===== src/design/rpv_pkg.sv =====
`timescale 1ns / 1ps

package rpv_pkg;

    // Fixed field widths
    localparam int COORD_W    = 20;
    localparam int REL_W      = COORD_W + 1;
    localparam int FRAC_BITS  = 16;
    localparam int S_W        = 42;
    localparam int LIMIT_W    = 22;
    localparam int MINPTS_W   = 24;
    localparam int GAIN_W     = 19;
    localparam int KEPT_OUT_W = 24;
    localparam int CFG_IDX_W  = 3;
    localparam int CFG_DATA_W = 24;

    // Defaults for the top-level parameters
    localparam int ACCUM_BITS_DEF = 48;
    localparam int COUNT_BITS_DEF = 24;

    // Shared divide / square-root unit
    localparam int ITER_W   = 64;
    localparam int REM_W    = ITER_W + 2;
    localparam int STEP_W   = 7;

    // Queue between front and back
    localparam int QDEPTH = 2;

    // Register indexes of the configuration port
    localparam logic [CFG_IDX_W-1:0] CFG_ROBOT_X   = 3'd0;
    localparam logic [CFG_IDX_W-1:0] CFG_ROBOT_Y   = 3'd1;
    localparam logic [CFG_IDX_W-1:0] CFG_ROBOT_Z   = 3'd2;
    localparam logic [CFG_IDX_W-1:0] CFG_NEAR      = 3'd3;
    localparam logic [CFG_IDX_W-1:0] CFG_FAR       = 3'd4;
    localparam logic [CFG_IDX_W-1:0] CFG_MIN_PTS   = 3'd5;
    localparam logic [CFG_IDX_W-1:0] CFG_GAIN      = 3'd6;
    localparam logic [CFG_IDX_W-1:0] CFG_FORWARD_Z = 3'd7;

    // Reset values of the configuration registers
    localparam logic signed [COORD_W-1:0] RST_ROBOT_X   = 20'sd3932;
    localparam logic signed [COORD_W-1:0] RST_ROBOT_Y   = 20'sd0;
    localparam logic signed [COORD_W-1:0] RST_ROBOT_Z   = 20'sd0;
    localparam logic [LIMIT_W-1:0]        RST_NEAR      = 22'd164;
    localparam logic [LIMIT_W-1:0]        RST_FAR       = 22'd7864;
    localparam logic [MINPTS_W-1:0]       RST_MIN_PTS   = 24'd20;
    localparam logic [GAIN_W-1:0]         RST_GAIN      = 19'd6554;
    localparam logic signed [COORD_W-1:0] RST_FORWARD_Z = -20'sd13107;

    // One classified point as it waits in the queue
    typedef struct packed {
        logic signed [REL_W-1:0] rel_x;
        logic signed [REL_W-1:0] rel_y;
        logic signed [REL_W-1:0] rel_z;
        logic                    skip;
        logic                    last;
    } point_entry_t;

    // Settings the back end needs
    typedef struct packed {
        logic [LIMIT_W-1:0]        near_sq;
        logic [LIMIT_W-1:0]        far_sq;
        logic [MINPTS_W-1:0]       min_points;
        logic [GAIN_W-1:0]         gain;
        logic signed [COORD_W-1:0] forward_z;
    } back_cfg_t;

    // Request to the divide / square-root unit
    typedef struct packed {
        logic              start;
        logic              sqrt_mode;
        logic [STEP_W-1:0] steps;
        logic [REM_W-1:0]  rem_init;
        logic [ITER_W-1:0] dsh_init;
        logic [ITER_W-1:0] divisor;
    } iter_req_t;

    // Status of the divide / square-root unit
    typedef struct packed {
        logic              busy;
        logic              done;
        logic [ITER_W-1:0] result;
    } iter_rsp_t;

    // Magnitude of a signed offset; the most negative value maps to 2^20.
    function automatic logic [REL_W-1:0] rel_mag(input logic signed [REL_W-1:0] v);
        logic [REL_W-1:0] r;
        r = v[REL_W-1] ? REL_W'(-v) : REL_W'(v);
        return r;
    endfunction

endpackage


===== src/design/rpv_stream_if.sv =====
`timescale 1ns / 1ps

// Point channel
interface rpv_point_if;
    logic                                 valid;
    logic                                 ready;
    logic signed [rpv_pkg::COORD_W-1:0]   point_x;
    logic signed [rpv_pkg::COORD_W-1:0]   point_y;
    logic signed [rpv_pkg::COORD_W-1:0]   point_z;
    logic                                 point_invalid;
    logic                                 last_point;

    modport source (output valid, point_x, point_y, point_z, point_invalid, last_point,
                    input ready);
    modport sink (input valid, point_x, point_y, point_z, point_invalid, last_point,
                  output ready);
endinterface



===== src/design/rpv_front.sv =====
`timescale 1ns / 1ps

module rpv_front (
    rpv_point_if.sink                        point,
    input  logic signed [rpv_pkg::COORD_W-1:0] robot_x,
    input  logic signed [rpv_pkg::COORD_W-1:0] robot_y,
    input  logic signed [rpv_pkg::COORD_W-1:0] robot_z,
    input  logic                             q_full,
    output logic                             q_push,
    output rpv_pkg::point_entry_t            q_entry
);

    // A transfer happens whenever a point is valid and the queue has room.
    assign point.ready = !q_full;
    assign q_push      = point.valid && !q_full;

    // Offset from the robot, one bit wider than the coordinates.
    always_comb
    begin
        q_entry.rel_x = rpv_pkg::REL_W'(point.point_x) - rpv_pkg::REL_W'(robot_x);
        q_entry.rel_y = rpv_pkg::REL_W'(point.point_y) - rpv_pkg::REL_W'(robot_y);
        q_entry.rel_z = rpv_pkg::REL_W'(point.point_z) - rpv_pkg::REL_W'(robot_z);
        q_entry.skip  = point.point_invalid;
        q_entry.last  = point.last_point;
    end

endmodule


===== src/flat_wrapper.sv =====
// flat-port wrapper written by rule: the top's interface ports become plain ports
module rpv_front_flat 
  (robot_x, robot_y, robot_z, q_full, q_push, q_entry, point_valid, point_point_x, point_point_y, point_point_z, point_point_invalid, point_last_point, point_ready);
  rpv_point_if point_i ();
  input  logic signed [rpv_pkg::COORD_W-1:0] robot_x;
  input  logic signed [rpv_pkg::COORD_W-1:0] robot_y;
  input  logic signed [rpv_pkg::COORD_W-1:0] robot_z;
  input  logic q_full;
  output logic q_push;
  output rpv_pkg::point_entry_t q_entry;
  input wire logic [$bits(point_i.valid)-1:0] point_valid;
  input wire logic [$bits(point_i.point_x)-1:0] point_point_x;
  input wire logic [$bits(point_i.point_y)-1:0] point_point_y;
  input wire logic [$bits(point_i.point_z)-1:0] point_point_z;
  input wire logic [$bits(point_i.point_invalid)-1:0] point_point_invalid;
  input wire logic [$bits(point_i.last_point)-1:0] point_last_point;
  output wire logic [$bits(point_i.ready)-1:0] point_ready;
  assign point_i.valid = point_valid;
  assign point_i.point_x = point_point_x;
  assign point_i.point_y = point_point_y;
  assign point_i.point_z = point_point_z;
  assign point_i.point_invalid = point_point_invalid;
  assign point_i.last_point = point_last_point;
  assign point_ready = point_i.ready;
  rpv_front u_core (.point(point_i), .robot_x(robot_x), .robot_y(robot_y), .robot_z(robot_z), .q_full(q_full), .q_push(q_push), .q_entry(q_entry));
endmodule

===== config.mk =====
export PLATFORM = sky130hd
export DESIGN_NAME = rpv_front_flat
export DESIGN_NICKNAME = d
export VERILOG_FILES = /design/src/design/rpv_pkg.sv /design/src/design/rpv_stream_if.sv /design/src/design/rpv_front.sv /design/src/flat_wrapper.sv
export SDC_FILE = /design/constraint.sdc
export NUM_CORES = 1
export LEC_CHECK = 0
export ABC_AREA = 1
export BUFFER_PORTS_ARGS = -buffer_cell sky130_fd_sc_hd__buf_2
export CAP_MARGIN = 20
export CORE_MARGIN = 2
export CORE_UTILIZATION = 27
export DETAILED_ROUTE_END_ITERATION = 10
export PLACE_DENSITY = 0.52
export SLEW_MARGIN = 10
export SYNTH_ARGS = -nofsm -noshare
export SYNTH_HDL_FRONTEND = slang
export SYNTH_SLANG_ARGS = --single-unit

===== constraint.sdc =====
create_clock -name vclk -period 2.63
set_clock_uncertainty 0.1 [all_clocks]
set_input_delay 0.263 -clock vclk [all_inputs]
set_output_delay 0.263 -clock vclk [all_outputs]
set_load 0.01 [all_outputs]

# == Yosys cells after proc, flatten, opt, wreduce, memory -nomap -nowiden ==
# Cells that the tools add are included.
# W data, S select, Z words.
# totals
output_inout_bits,67
ff_bits,0
input_bits,124
word_cells,5
# classes
add_sub_neg,3
n_reduce_logical,2
# ops
operator,count
$sub A20 B20 Y21,3
$logic_and A1 B1 Y1,1
$logic_not A1 Y1,1

# == Longest topological paths before layout ==
# logic_depth
depth_word,2
mapped_depth,12
ltp_nobuf,12

# == Least setup slack after synthesis ==
# Ideal clock, no wire load.
# synth_timing
kind,input to output
start,input point_point_x[0]
end,output q_entry[56] (netlist name)
arrival_time_ps,1568
path_buffers,0
slack_ps,699
path_stages,12
cell_sequence,inv_1 > ha_1 > fa_1 > inv_1 > nand3_1 > nand3_1 > nand3_1 > nand2_2 > nand2_1 > nand2_1 > nand2_1 > nand2_1
# synth_rtl
element,line_no,rtl
"start, declared",flat_wrapper.sv:12,input wire logic [$bits(point_i.point_x)-1:0] point_point_x;
"end, declared",flat_wrapper.sv:10,output rpv_pkg::point_entry_t q_entry;

==> run_results.csv <==
group,metric,value,unit
detailed_routing,highest_layer,"met4",
detailed_routing,wl_per_cell,10.73,um
floorplanning,ios,191,
status,status,"finished clean",
synthesis,yosysTopAreaCellShare,26.15,%
synthesis,synth_fp_nets,1047,
floorplanning,start_util,27.74,%
grt,grt_pass1_vias,5167,
floorplanning,die_w,132.0,um
critical_path,cp_cell_sequence,"buf_2 > inv_1 > ha_1 > fa_1 > inv_1 > nand3_1 > nand3_1 > nand3_1 > nand2_2 > nand2_1 > nand2_1 > nand2_1 > nand2_1 > buf_2",
sta,rsz0062_at_grt,"false",
critical_path,cp-startpoint,"point_point_x[0]",
floorplanning,rows,46,
detailed_routing,ant_nets,0,
grt,track_usage,14.93,%
critical_path,setup.worst_path.end_class,"primary output",
critical_path,cp_slowest_cell,"fa_1",
grt,grt_antenna_before_repair,0,
clock_tree,post_cts_resized,0,
sta,whs,0.4260,ns
place,port_buffers,187,
hold_path,hold_class,"input pin to primary output",
grt,grt_pass1_wl,22600,um
grt,grt_overflow,0,
layout,antenna_cells,0,
layout,nFlopsAndLatches,0,
detailed_routing,drt-total-wl,13530,um
sta,fmax,438.8,MHz
synthesis,postSynthAreaPerCell,5.142,um2
place,hpwl,12490,um
clock_tree,ctsHoldBuffers,0,
pwr,power.total,1.380,mW
floorplanning,die_h,132.0,um
detailed_routing,dr_total_vias,5325,
layout,finalNetCount,1234,
detailed_routing,dr_wl_met3,619,um
place,place_area,0.005613,mm2
layout,fillCellCount,1888,
sta,finalSetupViolCount,0,
layout,syn2layout_area_growth,26.94,%
layout,drive_above_1_share,25.55,%
synthesis,yosysSeqAreaShare,0,%
detailed_routing,drtPass1Iterations,5,
sta,final_max_slew_viol_count,0,
layout,regArea,0,um2
clock_tree,postCtsSetupBuffers,0,
synthesis,synth_largest_area_cell,"nand2_1",
detailed_routing,drc,0,
floorplanning,core_area,0.01594,mm2
critical_path,arrival,1.92,ns
pwr,p_leak,3.705,nW
synthesis,synthTopCellsByArea,"nand2_1, inv_1, ha_1",
pwr,peakVddDrop,0.1011,mV
critical_path,crit_fanout,3,
sta,max_slew_margin,79.13,%
place,gp_congestion,0.8624,
detailed_routing,vias_per_cell,4.223,
place,placed_cells,1261,
critical_path,cp-start-kind,"input pin",
critical_path,worstPathRequired,2.27,ns
layout,final_common_cell,"nand2_1",
detailed_routing,dr_wl_met2,6442,um
synthesis,yosysUniqueCellTypes,23,
flow_run,maxCapViolCount,0,
detailed_routing,wl_met1,6410,um
critical_path,path_class,"input pin to primary output",
sta,fin_tns_setup,0,ns
sta,tightest_slew,0.3125,ns
critical_path,crit_top_cell,"nand2_1",
layout,mostFrequentLayoutCells,"nand2_1, inv_1, buf_2",
layout,nClkBuffers,0,
critical_path,slowest_delay,0.42,ns
sta,post-route-period-util,86.64,%
layout,instances_no_fill,1261,
hold_path,hold_start,"point_point_invalid",
detailed_routing,first_iter_violations,177,
layout,final_cell_area,0.005613,mm2
pwr,power_density,245.9,mW/mm2
sta,post-route-min-period,2.279,ns
synthesis,synth-warning-count,0,
grt,grt_max_degree,7,
floorplanning,dieArea,0.01742,mm2
sta,hold_viol_final,0,
synthesis,syn_area,0.004422,mm2
synthesis,synthCells,860,
[critical path, delay by kind of cell]
family / cells / cell delay (ns)
buf+inv: 4 / 0.34
fa+ha+maj: 2 / 0.63
simple gates: 8 / 0.66
[cell type report]
type	count	area, um2	area share [%]
tap	216	270.3	4.815
timing repair buffer	187	935.9	16.67
multi-input combinational	649	3622	64.53
inverter	209	784.5	13.98
[worst paths after layout]
kind                  slack, ns  cells past startpoint          end
worst min-delay path       0.43                      0   q_entry[1]
worst max-delay path       0.35                     14  q_entry[56]
[kinds of logic (layout without fill, tap and decap cells)]
| family | count (synthesis) | count (layout) | share of synthesized area (%) |
|---|---|---|---|
| buffers and inverters | 211 | 396 | 18.08 |
| XOR/XNOR | 27 | 27 | 5.348 |
| AND/OR/NAND/NOR | 508 | 508 | 51.53 |
| AO/OA/AOI/OAI | 51 | 51 | 6.706 |
| adder cells (fa/ha/maj) | 63 | 63 | 18.34 |
[through the flow]
stage	worst slack (ns)	util, %
floorplan	0.6993	-
global placement	0.3849	35.21
detailed placement	0.3474	35.21
CTS	0.3405	35.21
global route	0.1491	35.21
finish	0.3513	35.21
[synthesized netlist by cell type, drive strengths merged, types with 6 or more instances]
master,count
xnor2,6
nor2,76
ha,60
inv,209
and2,6
o21bai,12
a21oi,36
nand3,66
nand4,6
xor2,21
nand2,339
nor3,15
[layer usage]
metal  vias up  GRT usage, %
li1       2969             -
met1      2214         19.72
met2       135         27.81
met3         7        0.9612
met4         0        0.6643
met5         -             0
[report_power, final]
group	switching (mW)	total [mW]	leakage [nW]	internal [mW]
clock	0	0	0	0
combinational	0.835	1.38	3.71	0.545
sequential	0	0	0	0
total	0.835	1.38	3.71	0.545
Power figures use the tool's default switching activity.
