==> config.mk <==
export PLATFORM = sky130hd
export DESIGN_NAME = rpv_queue
export DESIGN_NICKNAME = d
export VERILOG_FILES = /design/src/design/rpv_pkg.sv /design/src/design/rpv_queue.sv
export SDC_FILE = /design/constraint.sdc
export NUM_CORES = 1
export LEC_CHECK = 0
export BUFFER_PORTS_ARGS = -buffer_cell sky130_fd_sc_hd__buf_2
export CORE_MARGIN = 4
export CORE_UTILIZATION = 23
export CTS_BUF_LIST = sky130_fd_sc_hd__clkbuf_4 sky130_fd_sc_hd__clkbuf_8
export DETAILED_ROUTE_END_ITERATION = 10
export PLACE_DENSITY = 0.49
export SLEW_MARGIN = 10
export SYNTH_ARGS = -nofsm -noshare
export SYNTH_HDL_FRONTEND = slang
export SYNTH_SLANG_ARGS = --single-unit
==> constraint.sdc <==
create_clock -name clk -period 6.6 [get_ports clk]
set_clock_uncertainty 0.05 [all_clocks]
set_input_delay 0.99 -clock clk [delete_from_list [all_inputs] [get_ports clk]]
set_output_delay 0.99 -clock clk [all_outputs]
set_load 0.03 [all_outputs]
==> src/design/rpv_pkg.sv <==
`timescale 1ns / 1ps

package rpv_pkg;

    // Fixed field widths
    localparam int COORD_W    = 20;
    localparam int REL_W      = COORD_W + 1;
    localparam int FRAC_BITS  = 16;
    localparam int S_W        = 42;
    localparam int LIMIT_W    = 22;
    localparam int MINPTS_W   = 24;
    localparam int GAIN_W     = 19;
    localparam int KEPT_OUT_W = 24;
    localparam int CFG_IDX_W  = 3;
    localparam int CFG_DATA_W = 24;

    // Defaults for the top-level parameters
    localparam int ACCUM_BITS_DEF = 48;
    localparam int COUNT_BITS_DEF = 24;

    // Shared divide / square-root unit
    localparam int ITER_W   = 64;
    localparam int REM_W    = ITER_W + 2;
    localparam int STEP_W   = 7;

    // Queue between front and back
    localparam int QDEPTH = 2;

    // Register indexes of the configuration port
    localparam logic [CFG_IDX_W-1:0] CFG_ROBOT_X   = 3'd0;
    localparam logic [CFG_IDX_W-1:0] CFG_ROBOT_Y   = 3'd1;
    localparam logic [CFG_IDX_W-1:0] CFG_ROBOT_Z   = 3'd2;
    localparam logic [CFG_IDX_W-1:0] CFG_NEAR      = 3'd3;
    localparam logic [CFG_IDX_W-1:0] CFG_FAR       = 3'd4;
    localparam logic [CFG_IDX_W-1:0] CFG_MIN_PTS   = 3'd5;
    localparam logic [CFG_IDX_W-1:0] CFG_GAIN      = 3'd6;
    localparam logic [CFG_IDX_W-1:0] CFG_FORWARD_Z = 3'd7;

    // Reset values of the configuration registers
    localparam logic signed [COORD_W-1:0] RST_ROBOT_X   = 20'sd3932;
    localparam logic signed [COORD_W-1:0] RST_ROBOT_Y   = 20'sd0;
    localparam logic signed [COORD_W-1:0] RST_ROBOT_Z   = 20'sd0;
    localparam logic [LIMIT_W-1:0]        RST_NEAR      = 22'd164;
    localparam logic [LIMIT_W-1:0]        RST_FAR       = 22'd7864;
    localparam logic [MINPTS_W-1:0]       RST_MIN_PTS   = 24'd20;
    localparam logic [GAIN_W-1:0]         RST_GAIN      = 19'd6554;
    localparam logic signed [COORD_W-1:0] RST_FORWARD_Z = -20'sd13107;

    // One classified point as it waits in the queue
    typedef struct packed {
        logic signed [REL_W-1:0] rel_x;
        logic signed [REL_W-1:0] rel_y;
        logic signed [REL_W-1:0] rel_z;
        logic                    skip;
        logic                    last;
    } point_entry_t;

    // Settings the back end needs
    typedef struct packed {
        logic [LIMIT_W-1:0]        near_sq;
        logic [LIMIT_W-1:0]        far_sq;
        logic [MINPTS_W-1:0]       min_points;
        logic [GAIN_W-1:0]         gain;
        logic signed [COORD_W-1:0] forward_z;
    } back_cfg_t;

    // Request to the divide / square-root unit
    typedef struct packed {
        logic              start;
        logic              sqrt_mode;
        logic [STEP_W-1:0] steps;
        logic [REM_W-1:0]  rem_init;
        logic [ITER_W-1:0] dsh_init;
        logic [ITER_W-1:0] divisor;
    } iter_req_t;

    // Status of the divide / square-root unit
    typedef struct packed {
        logic              busy;
        logic              done;
        logic [ITER_W-1:0] result;
    } iter_rsp_t;

    // Magnitude of a signed offset; the most negative value maps to 2^20.
    function automatic logic [REL_W-1:0] rel_mag(input logic signed [REL_W-1:0] v);
        logic [REL_W-1:0] r;
        r = v[REL_W-1] ? REL_W'(-v) : REL_W'(v);
        return r;
    endfunction

endpackage

==> src/design/rpv_queue.sv <==
`timescale 1ns / 1ps

module rpv_queue (
    input  logic                  clk,
    input  logic                  rst_n,
    input  logic                  push,
    input  rpv_pkg::point_entry_t push_data,
    output logic                  full,
    input  logic                  pop,
    output logic                  not_empty,
    output rpv_pkg::point_entry_t pop_data
);

    localparam int AW = (rpv_pkg::QDEPTH > 1) ? $clog2(rpv_pkg::QDEPTH) : 1;
    localparam int CW = $clog2(rpv_pkg::QDEPTH + 1);

    rpv_pkg::point_entry_t entry_reg [rpv_pkg::QDEPTH];
    logic [AW-1:0] wr_ptr_reg;
    logic [AW-1:0] rd_ptr_reg;
    logic [CW-1:0] fill_reg;

    assign full      = (fill_reg == CW'(rpv_pkg::QDEPTH));
    assign not_empty = (fill_reg != '0);
    assign pop_data  = entry_reg[rd_ptr_reg];

    // Storage
    always_ff @(posedge clk)
    begin
        if (push)
        begin
            entry_reg[wr_ptr_reg] <= push_data;
        end
    end

    // Pointers and fill level
    always_ff @(posedge clk or negedge rst_n)
    begin
        if (!rst_n)
        begin
            wr_ptr_reg <= '0;
            rd_ptr_reg <= '0;
            fill_reg   <= '0;
        end
        else
        begin
            if (push)
            begin
                wr_ptr_reg <= (wr_ptr_reg == AW'(rpv_pkg::QDEPTH - 1)) ? '0 : wr_ptr_reg + 1'b1;
            end
            if (pop)
            begin
                rd_ptr_reg <= (rd_ptr_reg == AW'(rpv_pkg::QDEPTH - 1)) ? '0 : rd_ptr_reg + 1'b1;
            end
            if (push && !pop)
            begin
                fill_reg <= fill_reg + 1'b1;
            end
            else if (pop && !push)
            begin
                fill_reg <= fill_reg - 1'b1;
            end
        end
    end

endmodule

-- Word-level counts from Yosys, hierarchy flattened
Memories as Yosys holds them, arrays and structs flattened.
Index checks and enable logic that the tools add are counted.
- register bits after elaboration: 4
- latch bits: 0
- bits in writable memories: 130
- ROM bits: 0
- bits of input ports: 69
- output and inout bits: 67
- word-level logic and storage cells: 21
- memories kept: 1
- memory list (name ; depth ; width ; rd ports ; clocked after memory_dff ; wr ports ; line ; text):
    entry_reg ; 2 ; 65 ; 1 ; 0 ; 1 ; rpv_queue.sv:17 ; rpv_pkg::point_entry_t entry_reg [rpv_pkg::QDEPTH];
- $add $sub $neg: 4
- multipliers: 0
- div/mod/pow operators: 0
- $lt $le $gt $ge: 0
- equality and inequality tests: 1
- shift-type cells: 0
- mux-type cells: 6
- bitwise logic cells: 0
- reductions and logical operators: 6
- operators by type and width (cell ; count):
    $mux 1 ; 4
    $mux 2 ; 2
    $reduce_bool 2->1 ; 2
    $add 1x1->1 const B ; 2
    $add 2x1->2 const B ; 1
    $eq 2x2->1 const B ; 1
    $logic_and 1x1->1 ; 2
    $logic_not 1->1 ; 2
    $sub 2x1->2 const B ; 1

-- Logic depth before layout (Yosys ltp)
Gate-level depths: netlist (run 1).
- depth in word-level cells: 4
- mapped depth: 5
- gate-level depth less buffers: 5

-- Worst setup path after synthesis (run 1)
OpenSTA, ideal clock, no wires.
- path kind: in2reg
- start point: input port push
- end point: memory entry_reg[0][0] in the netlist's numbering (enable)
- library setup time: 0.496 ns
- arrival time: 3.847 ns
- data required time: 6.054 ns
- setup slack: 2.207 ns
- stages: 1
- path buffers: 0
- cells stage by stage: nor2b_1
- word-level cells in the longest chain between the ends: 2
- ends and longest elaborated chain (what ; line ; text):
    from (decl) ; rpv_queue.sv:6 ; input logic push,
    $mux 1 ; rpv_queue.sv:29 ; if (push)
    $mux 1 (implied by the code) ; rpv_queue.sv:31 ; entry_reg[wr_ptr_reg] <= push_data;
    to (decl) ; rpv_queue.sv:17 ;
No other way between the ends.

==> impl_metrics.py, run 1 <==
metrics = {
    "place": {
        "dpl_worst_slack_ps": 3550,
        "gp_congestion": 0.682,
        "portBuffers": 135,
        "dp_hpwl_um": 6070,
    },
    "finish": {
        "drive_above_1_share": 0.625,
        "largest_reg_flops": 130,
        "areaGrowthSynthToFinish_pct": 28.5,
        "antenna_cells": 0,
        "fin_nets": 436,
    },
    "worst_setup_path": {
        "path_max_fanout": 66,
        "worst-setup-path-type": "flip-flop to output pin",
        "arrival_ps": 2250,
        "cp-startpoint": "rd_ptr_reg",
        "r2r_end": "entry_reg[0][17]",
        "rr_worst_depth": 2,
        "worstSetupEndpointType": "output pin",
        "setup.worst_path.end": "pop_data[50]",
        "cp-start-kind": "flip-flop",
        "cp.required_ps": 5560,
        "ff2ff_setup_slack_ps": 4340,
        "r2r_start": "wr_ptr_reg",
    },
    "logic_synthesis": {
        "ys_warn_count": 0,
        "synth_top_family_by_area": "multiplexers",
        "synth.yosys.seq_area_share": 0.794,
        "synth_compound_area_frac": 0,
        "yosysUniqueCellTypes": 14,
        "syn_inst": 218,
        "syn_nets": 288,
        "synth_fa_ha_area_frac": 0.00248,
        "syn-cell-area_um2": 5040,
        "synthSimpleGateAreaFrac": 0.00571,
        "syn_area_per_cell_um2": 23.1,
        "synth_mux_area_frac": 0.175,
        "synth-xor-area-share": 0.00869,
        "synth_seq_cells": 134,
    },
    "sta": {
        "finalCritPeriodShare": 0.499,
        "grt_setup_unrepaired": "false",
        "fmax_mhz": 304,
        "setup_violations": 0,
        "hold_violations": 0,
        "tightest_slew_ps": 1140,
        "fin_crit_ps": 3290,
        "drv_slew": 0,
        "setup_slack_ps": 3310,
        "slew_headroom": 0.240,
        "tns_ps": 0,
    },
    "floorplan": {
        "core_um2": 21300,
        "die_area_um2": 24400,
        "die_y_um": 156,
        "design.portCount": 136,
        "rows": 53,
        "start_util": 0.237,
        "die_x_um": 156,
    },
    "routing": {
        "dr.pass1.iters": 4,
        "wirelength_um": 9520,
        "routed_via_density": 3.86,
        "top_signal_layer_used": "met4",
        "drtIter0Drc": 95,
        "wl_met1_um": 4030,
        "drt-wirelength-per-cell_um": 14.6,
        "via_count": 2527,
        "drc": 0,
        "antenna_left": 0,
        "met3WireLength_um": 820,
        "dr_wl_met2_um": 4520,
    },
    "power_and_ir_drop": {
        "finalPower_uw": 3030,
        "power_density_nw_per_um2": 468,
        "leakagePower_uw": 0.00250,
        "irDropWorstVdd_mv": 0.385,
    },
    "global_routing": {
        "grt_pass1_wl_um": 14600,
        "antenna_found_initial": 0,
        "gr-total-overflow": 0,
        "grt_max_degree": 67,
        "grt_usage": 0.0801,
        "grt_pass1_vias": 2813,
    },
    "clocking": {
        "path_clk_slew_ps": 80,
        "cts_buffers": 17,
        "cts_tree": "done",
        "hold_buffers": 0,
        "cts_resized": 0,
        "cts-htree-levels": 4,
        "cts_max_path_buffers": 2,
        "insertion_delay_ps": 430,
        "cts-root-buf": "clkbuf_8",
        "post_cts_buffers": 0,
        "clkSinkCount": 134,
    },
    "flow_run": {
        "drv_cap": 0,
    },
    "outcome": {
        "status": "completed",
    },
    "hold_path": {
        "hp-class": "input pin to asynchronous set/reset pin",
    },
}
## power by group
part | total, uW | switching, uW | internal (uW) | leakage, uW
combinational | 982 | 581 | 402 | 0.00101
sequential | 1270 | 143 | 1130 | 0.00127
clock | 777 | 325 | 452 | 0.000223
## logic make-up (layout without fill, tap and decap cells)
logic type / count (synthesis) / count (layout)
flops: 134 / 134
simple gates: 5 / 5
fa+ha+maj: 1 / 1
buf+inv: 8 / 169
mux: 65 / 65
xor+xnor: 5 / 5
## final cells by class
| class | instances | area [um2] |
|---|---|---|
| clock buffer | 17 | 234 |
| fill | 2092 | 14800 |
| sequential | 134 | 4010 |
| tap | 275 | 344 |
| timing repair buffer | 136 | 683 |
| inverter | 1 | 3.75 |
| clock inverter | 15 | 226 |
| multi-input combinational | 76 | 977 |
## synthesized netlist by cell type, drive strengths merged
cell type	n	share of area
nor2	1	0.00074
or2	1	0.0012
edfxtp	130	0.77
mux2	65	0.17
dfrtp	4	0.020
and2	1	0.0012
buf	7	0.013
ha	1	0.0025
xor2	4	0.0069
nor2b	2	0.0025
inv	1	0.00074
xnor2	1	0.0017
## worst min-delay path by stage
| stage | to |
|---|---|
| floorplan | fill_reg[1] |
| finish | wr_ptr_reg |
| CTS | wr_ptr_reg |
| global placement | fill_reg[1] |
| detailed placement | fill_reg[1] |
| global route | wr_ptr_reg |
## through the flow
step	utilization	hold WS (ps)	cell area, um2	cells
after floorplan	-	397	5040	218
after global placement	0.283	415	6020	622
after detailed placement	0.283	436	6020	622
after CTS	0.304	242	6480	654
after global routing	0.304	250	6480	654
final	0.304	299	6480	654
## critical path, stage by stage, from the launching register on
cell	delay, ps
dfrtp_4	1180
mux2_2	420
buf_2	170
## layout by cell type, fill, tap and decap left out, types with 2 or more instances in the layout
master,Yosys,routed
buf_2,2,135
mux2_4,40,40
xor2_1,4,4
edfxtp_1,130,130
clkinv_2,0,2
dfrtp_1,4,3
inv_6,0,2
bufinv_16,0,5
clkinv_4,0,3
clkinvlp_4,0,3
mux2_2,25,25
clkbuf_8,0,17
## layer usage
| layer | global-route usage | vias to the layer above |
|---|---|---|
| met2 | 0.126 | 98 |
| met3 | 0.0377 | 12 |
| met4 | 0.0350 | 0 |
| li1 | - | 1152 |
| met5 | 0 | - |
| met1 | 0.0936 | 1265 |
Power figures use the tool's default switching activity.
==> run 2: changes to the inputs <==
--- a/config.mk
+++ b/config.mk
@@ -10,7 +10,7 @@
 export CORE_UTILIZATION = 23
 export CTS_BUF_LIST = sky130_fd_sc_hd__clkbuf_4 sky130_fd_sc_hd__clkbuf_8
 export DETAILED_ROUTE_END_ITERATION = 10
-export PLACE_DENSITY = 0.49
+export PLACE_DENSITY = 0.51
 export SLEW_MARGIN = 10
 export SYNTH_ARGS = -nofsm -noshare
 export SYNTH_HDL_FRONTEND = slang
==> constraint.sdc (replaced) <==
create_clock -name clk -period 2.82 [get_ports clk]
set_clock_uncertainty 0.05 [all_clocks]
set_input_delay 0.423 -clock clk [delete_from_list [all_inputs] [get_ports clk]]
set_output_delay 0.423 -clock clk [all_outputs]
set_load 0.03 [all_outputs]
==> run 2 against run 1 <==
Compared with the run above:
- global-route usage is 0.45 points higher
- sequential share of layout area decreased by 0.30 points
- first-iteration DRC count is the same
- non-clock buffer count is 8 higher
- register-to-register slack lost 3200 ps
- sequential power up 120%
- cell area increased by 0.48%
- routed wire length grew 7.3%
- total power up 130%
- via count shrank 0.83%
- largest cell class unchanged
- largest power group unchanged
- highest routed layer unchanged
==> impl_metrics.py, run 2 (synthesis gave the netlist of run 1 again) <==
metrics = {
    "outcome": {
        "status": "completed",
    },
    "clocking": {
        "clkSinkCount": 134,
        "cts-htree-levels": 4,
        "cts_buffers": 17,
        "insertion_delay_ps": 430,
        "cts-root-buf": "clkbuf_8",
        "cts_resized": 0,
        "cts_tree": "done",
        "cts_max_path_buffers": 2,
        "path_clk_slew_ps": 80,
    },
    "routing": {
        "via_count": 2506,
        "antenna_left": 0,
        "dr.pass1.iters": 4,
        "drtIter0Drc": 95,
        "wirelength_um": 10200,
        "drt-wirelength-per-cell_um": 15.4,
        "routed_via_density": 3.79,
        "drc": 0,
    },
    "floorplan": {
        "die_x_um": 156,
        "die_area_um2": 24400,
        "start_util": 0.237,
        "die_y_um": 156,
        "design.portCount": 136,
        "rows": 53,
        "core_um2": 21300,
    },
    "worst_setup_path": {
        "r2r_start": "wr_ptr_reg",
        "cp-start-kind": "flip-flop",
        "cp-startpoint": "rd_ptr_reg",
        "worst_path_largest_cell_delay_ps": 710,
        "worstSetupEndpointType": "output pin",
        "cp_cell_sequence": "buf_12 > mux2_2 > buf_2",
        "worst-setup-path-type": "flip-flop to output pin",
        "arrival_ps": 2010,
        "path_max_fanout": 31,
        "cp.required_ps": 2350,
        "ff2ff_setup_slack_ps": 1120,
        "crit_slowest_cell": "dfrtp_4",
    },
    "sta": {
        "grt_setup_unrepaired": "false",
        "drv_slew": 0,
        "fmax_mhz": 403,
        "tightest_slew_ps": 549,
        "setup_violations": 0,
        "tns_ps": 0,
        "slew_headroom": 0.633,
        "finalCritPeriodShare": 0.881,
        "fin_crit_ps": 2480,
        "hold_violations": 0,
    },
    "power_and_ir_drop": {
        "leakagePower_uw": 0.00253,
        "finalPower_uw": 6970,
        "power_density_nw_per_um2": 1070,
        "irDropWorstVdd_mv": 0.489,
    },
    "finish": {
        "final_cell_mix": "135 x buf_2, 130 x edfxtp_1, 40 x mux2_4",
        "mostFrequentLayoutCell": "buf_2",
        "fin_nets": 444,
        "largest_reg_flops": 130,
        "final_util": 0.306,
        "areaGrowthSynthToFinish_pct": 29.1,
        "drive_above_1_share": 0.620,
        "antenna_cells": 0,
    },
    "place": {
        "portBuffers": 135,
        "gp_congestion": 0.694,
        "dp_hpwl_um": 6810,
    },
    "hold_path": {
        "hp-class": "input pin to flip-flop",
        "hp-start": "push_data[46]",
    },
    "global_routing": {
        "grt_busiest_layer": "met2",
        "grt_max_degree": 33,
        "antenna_found_initial": 0,
        "grt_pass1_vias": 2730,
        "gr-total-overflow": 0,
        "use_met3": 0.0308,
        "grt_usage": 0.0846,
        "grt_use_met1": 0.104,
        "met2_usage": 0.136,
        "grt_pass1_wl_um": 15100,
    },
    "flow_run": {
        "drv_cap": 0,
    },
}
## run 2: cell types whose count changed in the layout (fill, tap and decap cells not counted), moves of 2 or more
cell       change
clkinv_1       +4
clkinv_4       -3
clkbuf_4       +3
bufinv_16      -2
inv_6          -2
buf_12         +3
buf_4          +4
## run 2: worst max-delay path: cells and delay by family (launching register included)
kind,cells,cell delay [ps]
buffers and inverters,2,490
multiplexers,1,370
flip-flops,1,710
## run 2: power by group
| part | total, uW | switching, uW | leakage (uW) | internal [uW] |
|---|---|---|---|---|
| Clock | 1590 | 709 | 0.000197 | 886 |
| Combinational | 2550 | 1550 | 0.00107 | 999 |
| Sequential | 2830 | 184 | 0.00127 | 2640 |
## run 2: worst paths after layout
| path | cells past startpoint | endpoint |
|---|---|---|
| min in group asynchronous | 2 | wr_ptr_reg |
| max in group asynchronous | 2 | rd_ptr_reg |
| min reg2reg | 1 | fill_reg[1] |
| min | 1 | entry_reg[1][46] |
| max reg2reg | 2 | entry_reg[1][8] |
| max | 3 | pop_data[58] |
## run 2: area by class of cell
class / instances / area, um2
Sequential cell: 134 / 4010
Multi-Input combinational cell: 76 / 977
Fill cell: 2101 / 14800
Timing Repair Buffer: 144 / 783
Clock buffer: 20 / 256
Inverter: 1 / 3.75
Tap cell: 275 / 344
Clock inverter: 12 / 135
## run 2: metal layers
| metal | up-vias | routed length, um | part of all wire |
|---|---|---|---|
| li1 | 1169 | - | - |
| met1 | 1234 | 4510 | 0.44 |
| met3 | 10 | 667 | 0.065 |
| met4 | 0 | 138 | 0.014 |
| met5 | - | 0 | 0 |
| met2 | 93 | 4900 | 0.48 |
## run 2: through the flow
step                hold slack [ps]  std cells  worst slack [ps]  area, um2
floorplan                      77.4        218               210       5040
CTS                            87.4        662               247       6510
detailed placement              191        629               730       6110
global route                   80.2        662               194       6510
global placement                187        629               774       6110
finish                          124        662               336       6510
## run 2: repair_timing
action | 4_1_cts | 5_1_grt
hold endpoints to repair | 4 | 0
hold buffers | 1 | 0
setup buffers | 0 | 0
