[src/design/rpv_pkg.sv]
`timescale 1ns / 1ps

package rpv_pkg;

    // Fixed field widths
    localparam int COORD_W    = 20;
    localparam int REL_W      = COORD_W + 1;
    localparam int FRAC_BITS  = 16;
    localparam int S_W        = 42;
    localparam int LIMIT_W    = 22;
    localparam int MINPTS_W   = 24;
    localparam int GAIN_W     = 19;
    localparam int KEPT_OUT_W = 24;
    localparam int CFG_IDX_W  = 3;
    localparam int CFG_DATA_W = 24;

    // Defaults for the top-level parameters
    localparam int ACCUM_BITS_DEF = 48;
    localparam int COUNT_BITS_DEF = 24;

    // Shared divide / square-root unit
    localparam int ITER_W   = 64;
    localparam int REM_W    = ITER_W + 2;
    localparam int STEP_W   = 7;

    // Queue between front and back
    localparam int QDEPTH = 2;

    // Register indexes of the configuration port
    localparam logic [CFG_IDX_W-1:0] CFG_ROBOT_X   = 3'd0;
    localparam logic [CFG_IDX_W-1:0] CFG_ROBOT_Y   = 3'd1;
    localparam logic [CFG_IDX_W-1:0] CFG_ROBOT_Z   = 3'd2;
    localparam logic [CFG_IDX_W-1:0] CFG_NEAR      = 3'd3;
    localparam logic [CFG_IDX_W-1:0] CFG_FAR       = 3'd4;
    localparam logic [CFG_IDX_W-1:0] CFG_MIN_PTS   = 3'd5;
    localparam logic [CFG_IDX_W-1:0] CFG_GAIN      = 3'd6;
    localparam logic [CFG_IDX_W-1:0] CFG_FORWARD_Z = 3'd7;

    // Reset values of the configuration registers
    localparam logic signed [COORD_W-1:0] RST_ROBOT_X   = 20'sd3932;
    localparam logic signed [COORD_W-1:0] RST_ROBOT_Y   = 20'sd0;
    localparam logic signed [COORD_W-1:0] RST_ROBOT_Z   = 20'sd0;
    localparam logic [LIMIT_W-1:0]        RST_NEAR      = 22'd164;
    localparam logic [LIMIT_W-1:0]        RST_FAR       = 22'd7864;
    localparam logic [MINPTS_W-1:0]       RST_MIN_PTS   = 24'd20;
    localparam logic [GAIN_W-1:0]         RST_GAIN      = 19'd6554;
    localparam logic signed [COORD_W-1:0] RST_FORWARD_Z = -20'sd13107;

    // One classified point as it waits in the queue
    typedef struct packed {
        logic signed [REL_W-1:0] rel_x;
        logic signed [REL_W-1:0] rel_y;
        logic signed [REL_W-1:0] rel_z;
        logic                    skip;
        logic                    last;
    } point_entry_t;

    // Settings the back end needs
    typedef struct packed {
        logic [LIMIT_W-1:0]        near_sq;
        logic [LIMIT_W-1:0]        far_sq;
        logic [MINPTS_W-1:0]       min_points;
        logic [GAIN_W-1:0]         gain;
        logic signed [COORD_W-1:0] forward_z;
    } back_cfg_t;

    // Request to the divide / square-root unit
    typedef struct packed {
        logic              start;
        logic              sqrt_mode;
        logic [STEP_W-1:0] steps;
        logic [REM_W-1:0]  rem_init;
        logic [ITER_W-1:0] dsh_init;
        logic [ITER_W-1:0] divisor;
    } iter_req_t;

    // Status of the divide / square-root unit
    typedef struct packed {
        logic              busy;
        logic              done;
        logic [ITER_W-1:0] result;
    } iter_rsp_t;

    // Magnitude of a signed offset; the most negative value maps to 2^20.
    function automatic logic [REL_W-1:0] rel_mag(input logic signed [REL_W-1:0] v);
        logic [REL_W-1:0] r;
        r = v[REL_W-1] ? REL_W'(-v) : REL_W'(v);
        return r;
    endfunction

endpackage

[src/design/rpv_iter.sv]
`timescale 1ns / 1ps

module rpv_iter (
    input  logic               clk,
    input  logic               rst_n,
    input  rpv_pkg::iter_req_t req,
    output rpv_pkg::iter_rsp_t rsp
);

    logic                           busy_reg;
    logic                           done_reg;
    logic                           sqrt_reg;
    logic [rpv_pkg::STEP_W-1:0]     cnt_reg;
    logic [rpv_pkg::REM_W-1:0]      rem_reg;
    logic [rpv_pkg::ITER_W-1:0]     dsh_reg;
    logic [rpv_pkg::ITER_W-1:0]     div_reg;
    logic [rpv_pkg::ITER_W-1:0]     res_reg;

    logic [rpv_pkg::REM_W-1:0]      trial_rem;
    logic [rpv_pkg::REM_W-1:0]      trial_sub;
    logic                           fits;

    // One quotient bit or one root bit per cycle.
    always_comb
    begin
        if (sqrt_reg)
        begin
            trial_rem = {rem_reg[rpv_pkg::REM_W-3:0], dsh_reg[rpv_pkg::ITER_W-1 -: 2]};
            trial_sub = {res_reg, 2'b01};
        end
        else
        begin
            trial_rem = {rem_reg[rpv_pkg::REM_W-2:0], dsh_reg[rpv_pkg::ITER_W-1]};
            trial_sub = {2'b00, div_reg};
        end
        fits = (trial_rem >= trial_sub);
    end

    assign rsp.busy   = busy_reg;
    assign rsp.done   = done_reg;
    assign rsp.result = res_reg;

    always_ff @(posedge clk or negedge rst_n)
    begin
        if (!rst_n)
        begin
            busy_reg <= 1'b0;
            done_reg <= 1'b0;
            sqrt_reg <= 1'b0;
            cnt_reg  <= '0;
            rem_reg  <= '0;
            dsh_reg  <= '0;
            div_reg  <= '0;
            res_reg  <= '0;
        end
        else
        begin
            done_reg <= 1'b0;
            if (req.start)
            begin
                busy_reg <= 1'b1;
                sqrt_reg <= req.sqrt_mode;
                cnt_reg  <= req.steps;
                rem_reg  <= req.rem_init;
                dsh_reg  <= req.dsh_init;
                div_reg  <= req.divisor;
                res_reg  <= '0;
            end
            else if (busy_reg)
            begin
                rem_reg <= fits ? trial_rem - trial_sub : trial_rem;
                res_reg <= {res_reg[rpv_pkg::ITER_W-2:0], fits};
                dsh_reg <= sqrt_reg ? {dsh_reg[rpv_pkg::ITER_W-3:0], 2'b00}
                                    : {dsh_reg[rpv_pkg::ITER_W-2:0], 1'b0};
                cnt_reg <= cnt_reg - 1'b1;
                if (cnt_reg == rpv_pkg::STEP_W'(1))
                begin
                    busy_reg <= 1'b0;
                    done_reg <= 1'b1;
                end
            end
        end
    end

endmodule

[config.mk]
export PLATFORM = sky130hd
export DESIGN_NAME = rpv_iter
export DESIGN_NICKNAME = d
export VERILOG_FILES = /design/src/design/rpv_pkg.sv /design/src/design/rpv_iter.sv
export SDC_FILE = /design/constraint.sdc
export NUM_CORES = 1
export LEC_CHECK = 0
export BUFFER_PORTS_ARGS = -buffer_cell sky130_fd_sc_hd__buf_2
export CORE_MARGIN = 8
export CORE_UTILIZATION = 25
export DETAILED_ROUTE_END_ITERATION = 8
export SKIP_CTS_REPAIR_TIMING = 1
export SYNTH_ARGS = -nofsm -noshare
export SYNTH_HDL_FRONTEND = slang
export SYNTH_SLANG_ARGS = --single-unit
[constraint.sdc]
create_clock -name clk -period 9.8 [get_ports clk]
set_input_delay 1.96 -clock clk [delete_from_list [all_inputs] [get_ports clk]]
set_output_delay 1.96 -clock clk [all_outputs]
set_load 0.01 [all_outputs]
* Word level (Yosys, flattened, before mapping) *
Index checks and enable logic that the tools add are counted.

operators by class
  add/sub/neg operators = 2
  order comparisons = 1
  equal/unequal tests = 1
  muxes and demuxes = 18
  reduce and logical (&&, ||, !) cells = 1

operator list
  operator                                                             number
  64-bit 2-to-1 mux                                                    5
  65-bit 2-to-1 mux                                                    3
  66-bit 2-to-1 mux                                                    2
  66-bit >= comparator                                                 1
  65-bit subtractor                                                    1
  7-bit 2-to-1 mux                                                     2
  7-bit by 1-bit == test with 1-bit output (second input constant)     1
  7-bit by 1-bit subtractor with 7-bit output (second input constant)  1
  1-bit 2-to-1 mux                                                     6
  2-bit nonzero test                                                   1

storage, ports and cells
  register bits = 267
  input port bits = 205

* Depth between registers and ports, before layout *
Gate-level depths: netlist of run 1.

  depth in word-level cells = 5
  mapped depth = 22
  depth with buffers taken out = 14

* Least setup slack after synthesis of run 1 *
OpenSTA, ideal clock, no wires.

  kind = register to register
  from = register sqrt_reg
  to = register rem_reg[1] in the netlist's numbering
  data arrival time = 4,957 ps
  data required time = 9,675 ps
  slack = 4,718 ps
  cell stages (with the launch flop) = 21
  period minus slack after synthesis = 5,082 ps
  cells stage by stage = dfrtp_1 > clkbuf_1 > buf_1 > clkbuf_1 > buf_1 > clkbuf_1 > mux2i_1 > ha_1 > nor2b_1 > o31a_1 > o21ai_1 > nand2b_1 > a311oi_2 > o41ai_2 > o21ai_4 > and2_1 > buf_4 > buf_6 > o21ai_1 > mux2_2 > mux2_2

between the ends
  longest elaborated chain between the ends = 5
  elaborated cells between the ends (all ways) = 7
  those cells by class = 1 x add/sub; 1 x order compare; 5 x mux

ends and longest elaborated chain
  element                                                           line                            text
  start, declared                                                   rpv_iter.sv:12                  logic sqrt_reg;
  start signal, assigned                                            rpv_iter.sv:62                  sqrt_reg <= req.sqrt_mode;
  66-bit 2-to-1 mux                                                 rpv_iter.sv:26                  if (sqrt_reg)
  65-bit subtractor / 66-bit >= comparator (equally long branches)  rpv_iter.sv:71, rpv_iter.sv:36
  65-bit 2-to-1 mux *                                               rpv_iter.sv:71                  rem_reg <= fits ? trial_rem - trial_sub : trial_rem;
  65-bit 2-to-1 mux *                                               rpv_iter.sv:69                  else if (busy_reg)
  65-bit 2-to-1 mux *                                               rpv_iter.sv:59                  if (req.start)
  end signal, assigned                                              rpv_iter.sv:64                  rem_reg <= req.rem_init;
  end signal, assigned                                              rpv_iter.sv:71
  end, declared                                                     rpv_iter.sv:14                  logic [rpv_pkg::REM_W-1:0] rem_reg;

Every way passes the cells marked *; elsewhere a longest branch is shown, timed or not. The select of a mux whose other input is x is not followed.
A chain may end at the register's enable or synchronous reset.

* Worst setup path after layout of run 1 *
  from = register sqrt_reg
  to = register rem_reg[19] in the netlist's numbering

Same word-level chain as after synthesis.

==> results_dict.tcl, run 1 <==
set metrics [dict create \
    status "finished, final reports clean" \
    yosys-top-cells-area "dfrtp_1 38%, mux2i_1 11%, mux2_2 8.6%" \
    tightest_slew_ps 1075 \
    largest_reg_flops 65 \
    yosysUniqueCellTypes 68 \
    min_period_over_period_pct 64.78 \
    netlist_area_um2 17750 \
    ir_worst_vdd_mv 0.1356 \
    synth_top_cell_by_area "dfrtp_1" \
    ios 271 \
    hold_viol_final 0 \
    fin_area_um2 21160 \
    synth.most_common_cell "dfrtp_1" \
    worst_hold_slack_ps 499.8 \
    slew_headroom_pct 28.33 \
    ff_latch_area_um2 6689 \
    rr_startpoint "sqrt_reg" \
    clk_pin_slew_ps 60 \
    ys.warnings.count 0 \
    die_area_um2 79800 \
    cts_made_buffers 37 \
    dp_hpwl_um 39910 \
    grt_overflow 0 \
    finalSetupViolations 0 \
    async_flop_share_pct 100.0 \
    drc 0 \
    leakage_nw 10.19 \
    yosys_most_used_dff "dfrtp_1" \
    synth_edf_count 0 \
    grt_pass1_vias 14950 \
    final_nets 2390 \
    grt_start_max_net_pins 145 \
    startpoint "sqrt_reg" \
    end_kind "flop" \
    multiInputGateArea_um2 10420 \
    worstPathRequired_ps 10230 \
    netlist.area_leader.share_pct 37.63 \
    rsz0062_at_grt "no" \
    cp-start-kind "flop" \
    final_antenna_net_count 0 \
    gp_congestion 0.8364 \
    syn_avg_cell_area_um2 9.190 \
    hold_path.startpoint "div_reg[1]" \
    postRouteWirelength_um 55570 \
    synth_common_cells "267 x dfrtp_1, 245 x nand2_1, 201 x mux2i_1, 174 x o21ai_0, 149 x nor2_1" \
    wl_per_cell_um 17.96 \
    area_growth_pct 19.19 \
    critPathMaxFanout 46 \
    critical_path_arrival_ps 6780 \
    fin_crit_ps 6348 \
    rows 97 \
    initial_core_util_pct 25.31 \
    placed_cell_area_um2 19890 \
    post-place-cells 3017 \
    tns_ps 0 \
    clkSinkCount 267 \
    avgViaCountPerCell 4.828 \
    pwr_density_cell_nw_per_um2 288.5 \
    dr.pass1.iters 6 \
    final_layout_size_suffix_gt1_share_pct 23.18 \
    core-area_um2 70150 \
    cap_viol_max_count 0 \
    slew_viol_final 0 \
    fill_cells 7537 \
    clk_latency_ps 550 \
    cts_tree "yes" \
    htree_levels 2 \
    fmax_mhz 157.5 \
    die_h_um 282.5 \
    post-place-ws_ps 3466 \
    num_vias 14940 \
    synthCells 1932 \
    grt_first_pass_wirelength_um 86520 \
    layout_setup_ws_ps 3452 \
    synth_nets 2206 \
    hp-class "flop to flop" \
    clock_path_buffers 3 \
    grt_antenna_before_repair 23 \
    fin_skew_ps 21.45 \
    die_w_um 282.5 \
    grt.total_usage_pct 13.51 \
    drt_iter0_drc 804 \
    seq_area_frac_synth_pct 37.63 \
    clockRootBuffer "clkbuf_16" \
    io_buffers 269 \
    final_cells 3094 \
    critPathKind "flop to flop" \
    ys_ff_latch 267 \
]
-- metal layers --
metal | global-route usage (%) | vias to the layer above | wire (um) | part of all wire (%)
met5 | 0 | - | 127 | 0.23
met4 | 3.641 | 20 | 1234 | 2.2
met3 | 3.785 | 90 | 3922 | 7.1
met2 | 21.48 | 311 | 25110 | 45
met1 | 17.90 | 7174 | 25170 | 45
li1 | - | 7342 | - | -
-- worst max-delay path: stages (launching register included) --
cell      delay [ps]
dfrtp_4          630
buf_4            610
mux2_2           420
ha_1             360
a21oi_1          300
o211ai_1         140
a21boi_1         210
nor3_1            90
a311oi_2         530
o41ai_2          240
o21ai_4          520
and2_2           970
buf_4            460
o21ai_0          160
mux2_2           270
mux2_2           250
-- kinds of logic (layout without fill, tap and decap cells) --
group	count (synthesis)	after routing	synth area share, %
and+or+nand+nor	528	528	12.93
AOI/OAI and AO/OA	502	502	17.72
muxes	336	336	19.89
DFF	267	267	37.63
buffers and inverters	165	377	3.707
adders and majority gates	69	69	4.905
xor gates and xnor gates	65	65	3.207
other	0	10	0
-- worst paths after layout --
path / endpoint / cells after the start / slack (ps)
hold reg to reg: div_reg[1] / 1 / 500
hold / removal: div_reg[1] / 1 / 500
setup reg to reg: rem_reg[19] / 15 / 3450
max in group asynchronous: div_reg[35] / 2 / 7150
min in group asynchronous: dsh_reg[51] / 1 / 1330
setup / recovery: rem_reg[19] / 15 / 3450
-- cell usage in the layout (no fill, tap or decap), drive strengths merged, types with 3 or more instances in the layout --
master,instances
xor2,27
a311oi,3
xnor2,38
nor3,13
nor4,6
mux2,135
nand3,21
a31oi,34
nor2b,38
nor2,149
clkinv,5
and3,4
nand2b,7
nand4,23
a211oi,17
a21oi,98
o21ai,182
nor3b,3
inv,29
a21o,49
or3,4
a22o,16
dfrtp,267
ha,68
or2,4
o21a,14
o211ai,17
clkbuf,55
mux2i,201
nand2,246
o21bai,14
a21boi,3
diode,10
buf,285
o221ai,30
and2,4
a31o,3
-- where the power goes --
part	switching, mW	internal [mW]	total (mW)
Combinational	1.86	1.38	3.25
Sequential	0.156	1.31	1.47
Clock	0.545	0.846	1.39
Total	2.56	3.54	6.11
-- cell type report --
class                   instances  area share [%]
clock inverters                12          0.6326
diodes                         10          0.1183
repair buffers                285           7.142
multi-input cells            1500           49.22
clock buffers                  55           5.274
flip-flops and latches        267           31.61
well taps                     940           5.558
inverters                      25          0.4434
-- per-stage QoR --
stage / power (mW) / util (%)
2_1_floorplan: 3.953 / -
3_3_place_gp: 4.706 / 28.35
3_5_place_dp: 4.721 / 28.35
4_1_cts: 6.177 / 30.13
5_1_grt: 6.595 / 30.14
6_report: 6.106 / 30.17
No activity file was read; power rests on OpenSTA's default activity.
==> inputs of run 2 (changes only) <==
==> constraint.sdc (replaced) <==
create_clock -name clk -period 6.1 [get_ports clk]
set_input_delay 1.22 -clock clk [delete_from_list [all_inputs] [get_ports clk]]
set_output_delay 1.22 -clock clk [all_outputs]
set_load 0.01 [all_outputs]
==> run 2 against run 1 <==
  * Sequential power is 62% higher
  * Critical path depth shrank 2
  * Largest cell class unchanged
  * Via count decreased by 0.26%
  * Worst hold slack better by 2.0 ps
  * Die area did not move
  * Final cell count increased by 0.23%
  * Clock power increased by 60%
==> results_dict.tcl, run 2 (same netlist as run 1, synthesis figures left out) <==
set metrics [dict create \
    status "finished, final reports clean" \
    r2r-end "rem_reg[19]" \
    rsz0062_at_grt "no" \
    layout_commonest_cell "buf_2" \
    die_area_um2 79800 \
    end_kind "flop" \
    rr_startpoint "sqrt_reg" \
    layout_setup_ws_ps 873.5 \
    grt_pass1_vias 15020 \
    cts_made_buffers 37 \
    wl_per_cell_um 18.01 \
    slew_viol_final 0 \
    io_buffers 269 \
    final_core_util_pct 30.29 \
    hold_end "div_reg[0]" \
    num_vias 14900 \
    drc 0 \
    fmax_mhz 191.3 \
    rows 97 \
    grt_start_max_net_pins 202 \
    ios 271 \
    finalSetupViolations 0 \
    slew_headroom_pct 6.325 \
    clk_latency_ps 550 \
    cts_tree "yes" \
    critPathKind "flop to flop" \
    core-area_um2 70150 \
    fin_crit_ps 5226 \
    tns_ps 0 \
    hp-class "flop to flop" \
    gp_congestion 0.8323 \
    pwr_density_cell_nw_per_um2 465.0 \
    clockRootBuffer "clkbuf_16" \
    post-place-ws_ps 833.3 \
    final_layout_size_suffix_gt1_share_pct 23.50 \
    clkSinkCount 267 \
    initial_core_util_pct 25.31 \
    critical_path_arrival_ps 5650 \
    grt.total_usage_pct 13.64 \
    ir_worst_vdd_mv 0.2130 \
    cp-start-kind "flop" \
    die_h_um 282.5 \
    clock_path_buffers 3 \
    grt_first_pass_wirelength_um 87210 \
    fill_cells 7483 \
    cap_viol_max_count 0 \
    fin_skew_ps 31.11 \
    htree_levels 2 \
    critPathMaxFanout 50 \
    final_cell_mix "267 x buf_2, 265 x dfrtp_1, 245 x nand2_1" \
    grt_antenna_before_repair 24 \
    drt_iter0_drc 1030 \
    postRouteWirelength_um 55840 \
    r2r_cells 13 \
    largest_reg_flops 65 \
    area_growth_pct 19.68 \
    fin_area_um2 21250 \
    min_path_cells 1 \
    multiInputGateArea_um2 10420 \
    min_period_over_period_pct 85.68 \
    die_w_um 282.5 \
    placed_cell_area_um2 20000 \
    dp_hpwl_um 40670 \
    worstPathRequired_ps 6530 \
    clk_pin_slew_ps 60 \
    avgViaCountPerCell 4.804 \
    tightest_slew_ps 1405 \
    dr.pass1.iters 5 \
    ff2ff_setup_slack_ps 870 \
    ff_latch_area_um2 6689 \
    finalPower_mw 9.880 \
    final_antenna_net_count 0 \
    grt_overflow 0 \
    hold_viol_final 0 \
    leakage_nw 10.25 \
    hold_path.startpoint "div_reg[0]" \
    final_nets 2402 \
]
-- run 2: stage by stage --
stage | cells | hold WS [ps]
global route | 3096 | 517.2
floorplan | 1932 | 472.1
detailed placement | 3029 | 491.8
CTS | 3093 | 506.4
finish | 3101 | 501.8
global placement | 3029 | 483.6
-- run 2: cell type report --
| cell class | count | area share [%] |
|---|---|---|
| Antenna cell | 8 | 0.09422 |
| Multi-Input combinational cell | 1500 | 49.02 |
| Sequential cell | 267 | 31.48 |
| Inverter | 25 | 0.4416 |
| Clock buffer | 49 | 4.864 |
| Timing Repair Buffer | 297 | 7.655 |
| Clock inverter | 15 | 0.9068 |
| Tap cell | 940 | 5.535 |
-- run 2: where the power goes --
part           internal [mW]  switching [mW]
logic                   2.28            2.99
registers               2.11           0.270
clock network           1.36           0.864
total                   5.75            4.13
-- run 2: worst max-delay path, cell delays in order (launching register included) --
cell	delay, ps
dfrtp_4	960
buf_12	290
mux2_2	370
ha_1	410
a21o_1	220
a21o_1	170
a221oi_1	400
or3_1	180
o41ai_2	130
o21ai_4	460
and2_2	680
o21ai_0	210
mux2_2	300
mux2_2	250
-- run 2: worst max-delay path by stage --
stage                   from     endpoint  slack, ps  cells past startpoint
floorplan           sqrt_reg   rem_reg[1]       1020                     20
global placement    sqrt_reg  rem_reg[19]        790                     13
detailed placement  sqrt_reg  rem_reg[19]        830                     13
CTS                 sqrt_reg  rem_reg[19]        830                     13
global route        sqrt_reg  rem_reg[14]        550                     14
finish              sqrt_reg  rem_reg[19]        870                     13
-- run 2: per-layer routing --
metal / global-route usage, % / up-vias / share of wire (%)
li1: - / 7355 / -
met1: 18.20 / 7131 / 46
met5: 0 / - / 0.22
met2: 21.62 / 310 / 45
met4: 3.759 / 20 / 2.1
met3: 3.645 / 82 / 6.8
==> inputs of run 3 (changes only) <==
--- a/config.mk
+++ b/config.mk
@@ -9,6 +9,8 @@
 export CORE_MARGIN = 8
 export CORE_UTILIZATION = 25
 export DETAILED_ROUTE_END_ITERATION = 8
+export RECOVER_POWER = 50
+export SETUP_SLACK_MARGIN = 0.15
 export SKIP_CTS_REPAIR_TIMING = 1
 export SYNTH_ARGS = -nofsm -noshare
 export SYNTH_HDL_FRONTEND = slang
==> run 3 against run 2 <==
  * The run now ends with max-capacitance violations, max-slew violations left
  * Power hardly changed
  * Sequential share of layout area is 0.065 points higher
  * Clock skew is 0.88 ps higher
  * Worst setup slack worse by 71 ps
  * Clock power hardly changed
  * Count of clock-buffer cells in the layout stayed put
  * Register-to-register slack worse by 20 ps
  * Worst hold slack hardly changed
  * Global-route usage stayed put
  * Combinational power hardly changed
  * Core utilization is 0.062 points lower
  * Sequential power hardly changed
  * Critical endpoint is now div_reg[24]
==> results_dict.tcl, run 3 (same netlist as run 1, synthesis figures left out) <==
set metrics [dict create \
    status "finished with violations" \
    violations "max-capacitance violations, max-slew violations" \
    tightest_slew_ps 3017 \
    initial_core_util_pct 25.31 \
    critical_path_arrival_ps 5720 \
    critPathKind "input pin to flop" \
    r2r_cells 13 \
    cp-start-kind "input pin" \
    drt_iter0_drc 921 \
    final_cell_mix "267 x buf_2, 265 x dfrtp_1, 245 x nand2_1" \
    avgViaCountPerCell 4.807 \
    slew_headroom_pct -101.1 \
    cts_made_buffers 37 \
    gp_congestion 0.8323 \
    grt_antenna_before_repair 24 \
    critPathMaxFanout 164 \
    num_vias 14910 \
    ir_worst_vdd_mv 0.2117 \
    finalSetupViolations 0 \
    clk_pin_slew_ps 60 \
    pwr_density_cell_nw_per_um2 466.3 \
    dr.pass1.iters 5 \
    die_w_um 282.5 \
    ios 271 \
    layout_commonest_cell "buf_2" \
    io_buffers 269 \
    grt_overflow 0 \
    grt.total_usage_pct 13.64 \
    grt_start_max_net_pins 202 \
    largest_reg_flops 65 \
    grt_pass1_vias 15020 \
    finalPower_mw 9.887 \
    min_path_cells 1 \
    min_period_over_period_pct 86.84 \
    hold_viol_final 0 \
    clockRootBuffer "clkbuf_16" \
    htree_levels 2 \
    core-area_um2 70150 \
    postRouteWirelength_um 55950 \
    crit_chain "clkbuf_1 > clkbuf_4 > mux2_2" \
    rows 97 \
    wl_per_cell_um 18.04 \
    dp_hpwl_um 40670 \
    clock_path_buffers 3 \
    cap_viol_max_count 3 \
    final_antenna_net_count 0 \
    grt_first_pass_wirelength_um 87210 \
    worstPathRequired_ps 6520 \
    cts_tree "yes" \
    final_core_util_pct 30.23 \
    clkSinkCount 267 \
    final_nets 2402 \
    fin_crit_ps 5297 \
    path_depth 3 \
    tns_ps 0 \
    rsz0062_at_grt "no" \
    slew_viol_final 342 \
    end_kind "flop" \
    fill_cells 7489 \
    path_buf_inv 2 \
    final_cells 3101 \
    drc 0 \
    cp_top_family "buffers and inverters" \
    fmax_mhz 188.8 \
    slowest_delay_ps 2080 \
    die_h_um 282.5 \
    fin_skew_ps 31.99 \
    post-place-cells 3029 \
    hp-class "flop to flop" \
    clk_latency_ps 550 \
    final_layout_size_suffix_gt1_share_pct 23.36 \
    area_growth_pct 19.43 \
    leakage_nw 10.22 \
    die_area_um2 79800 \
    worst_path_max_delay_cell "clkbuf_1" \
]
## run 3: cell types whose count changed in the layout (fill, tap and decap cells not counted), sizes merged
cell	previous run	this run
buf	297	291
clkbuf	49	55
## run 3: layer usage
metal / GRT usage (%) / wire length, um / vias up
met5: 0 / 121 / -
met4: 3.759 / 1149 / 20
met3: 3.645 / 3574 / 82
met2: 21.62 / 25290 / 313
met1: 18.20 / 25820 / 7136
li1: - / - / 7354
## run 3: stage by stage
stage | hold WS (ps) | setup slack, ps | cell area [um2]
2_1_floorplan | 472.1 | 1018 | 17750
3_3_place_gp | 483.6 | 789.4 | 20000
3_5_place_dp | 491.8 | 833.3 | 20000
4_1_cts | 506.4 | 830.2 | 21230
5_1_grt | 517.4 | 379.3 | 21190
6_report | 502.3 | 802.6 | 21200
## run 3: power by group
part | total (mW) | internal, mW | switching [mW]
Combinational | 5.27 | 2.28 | 2.99
Sequential | 2.38 | 2.11 | 0.271
Clock | 2.23 | 1.36 | 0.870
## run 3: layout make-up
cell class / count / area, um2 / share of cell area [%]
multi-input cells: 1500 / 10420 / 49.12
well taps: 940 / 1176 / 5.547
repair buffers: 297 / 1583 / 7.464
inverters: 25 / 93.84 / 0.4426
diodes: 8 / 20.02 / 0.09441
clock buffers: 49 / 1033 / 4.874
clock inverters: 15 / 192.7 / 0.9087
flip-flops and latches: 267 / 6689 / 31.55
## run 3: final timing paths
check                      startpoint           to  slack [ps]
setup / recovery             req[202]  div_reg[24]         800
hold / removal             div_reg[0]   div_reg[0]         500
setup reg to reg             sqrt_reg  rem_reg[19]         850
hold reg to reg            div_reg[0]   div_reg[0]         500
max in group asynchronous       rst_n  res_reg[50]        2030
min in group asynchronous       rst_n  dsh_reg[58]        1520
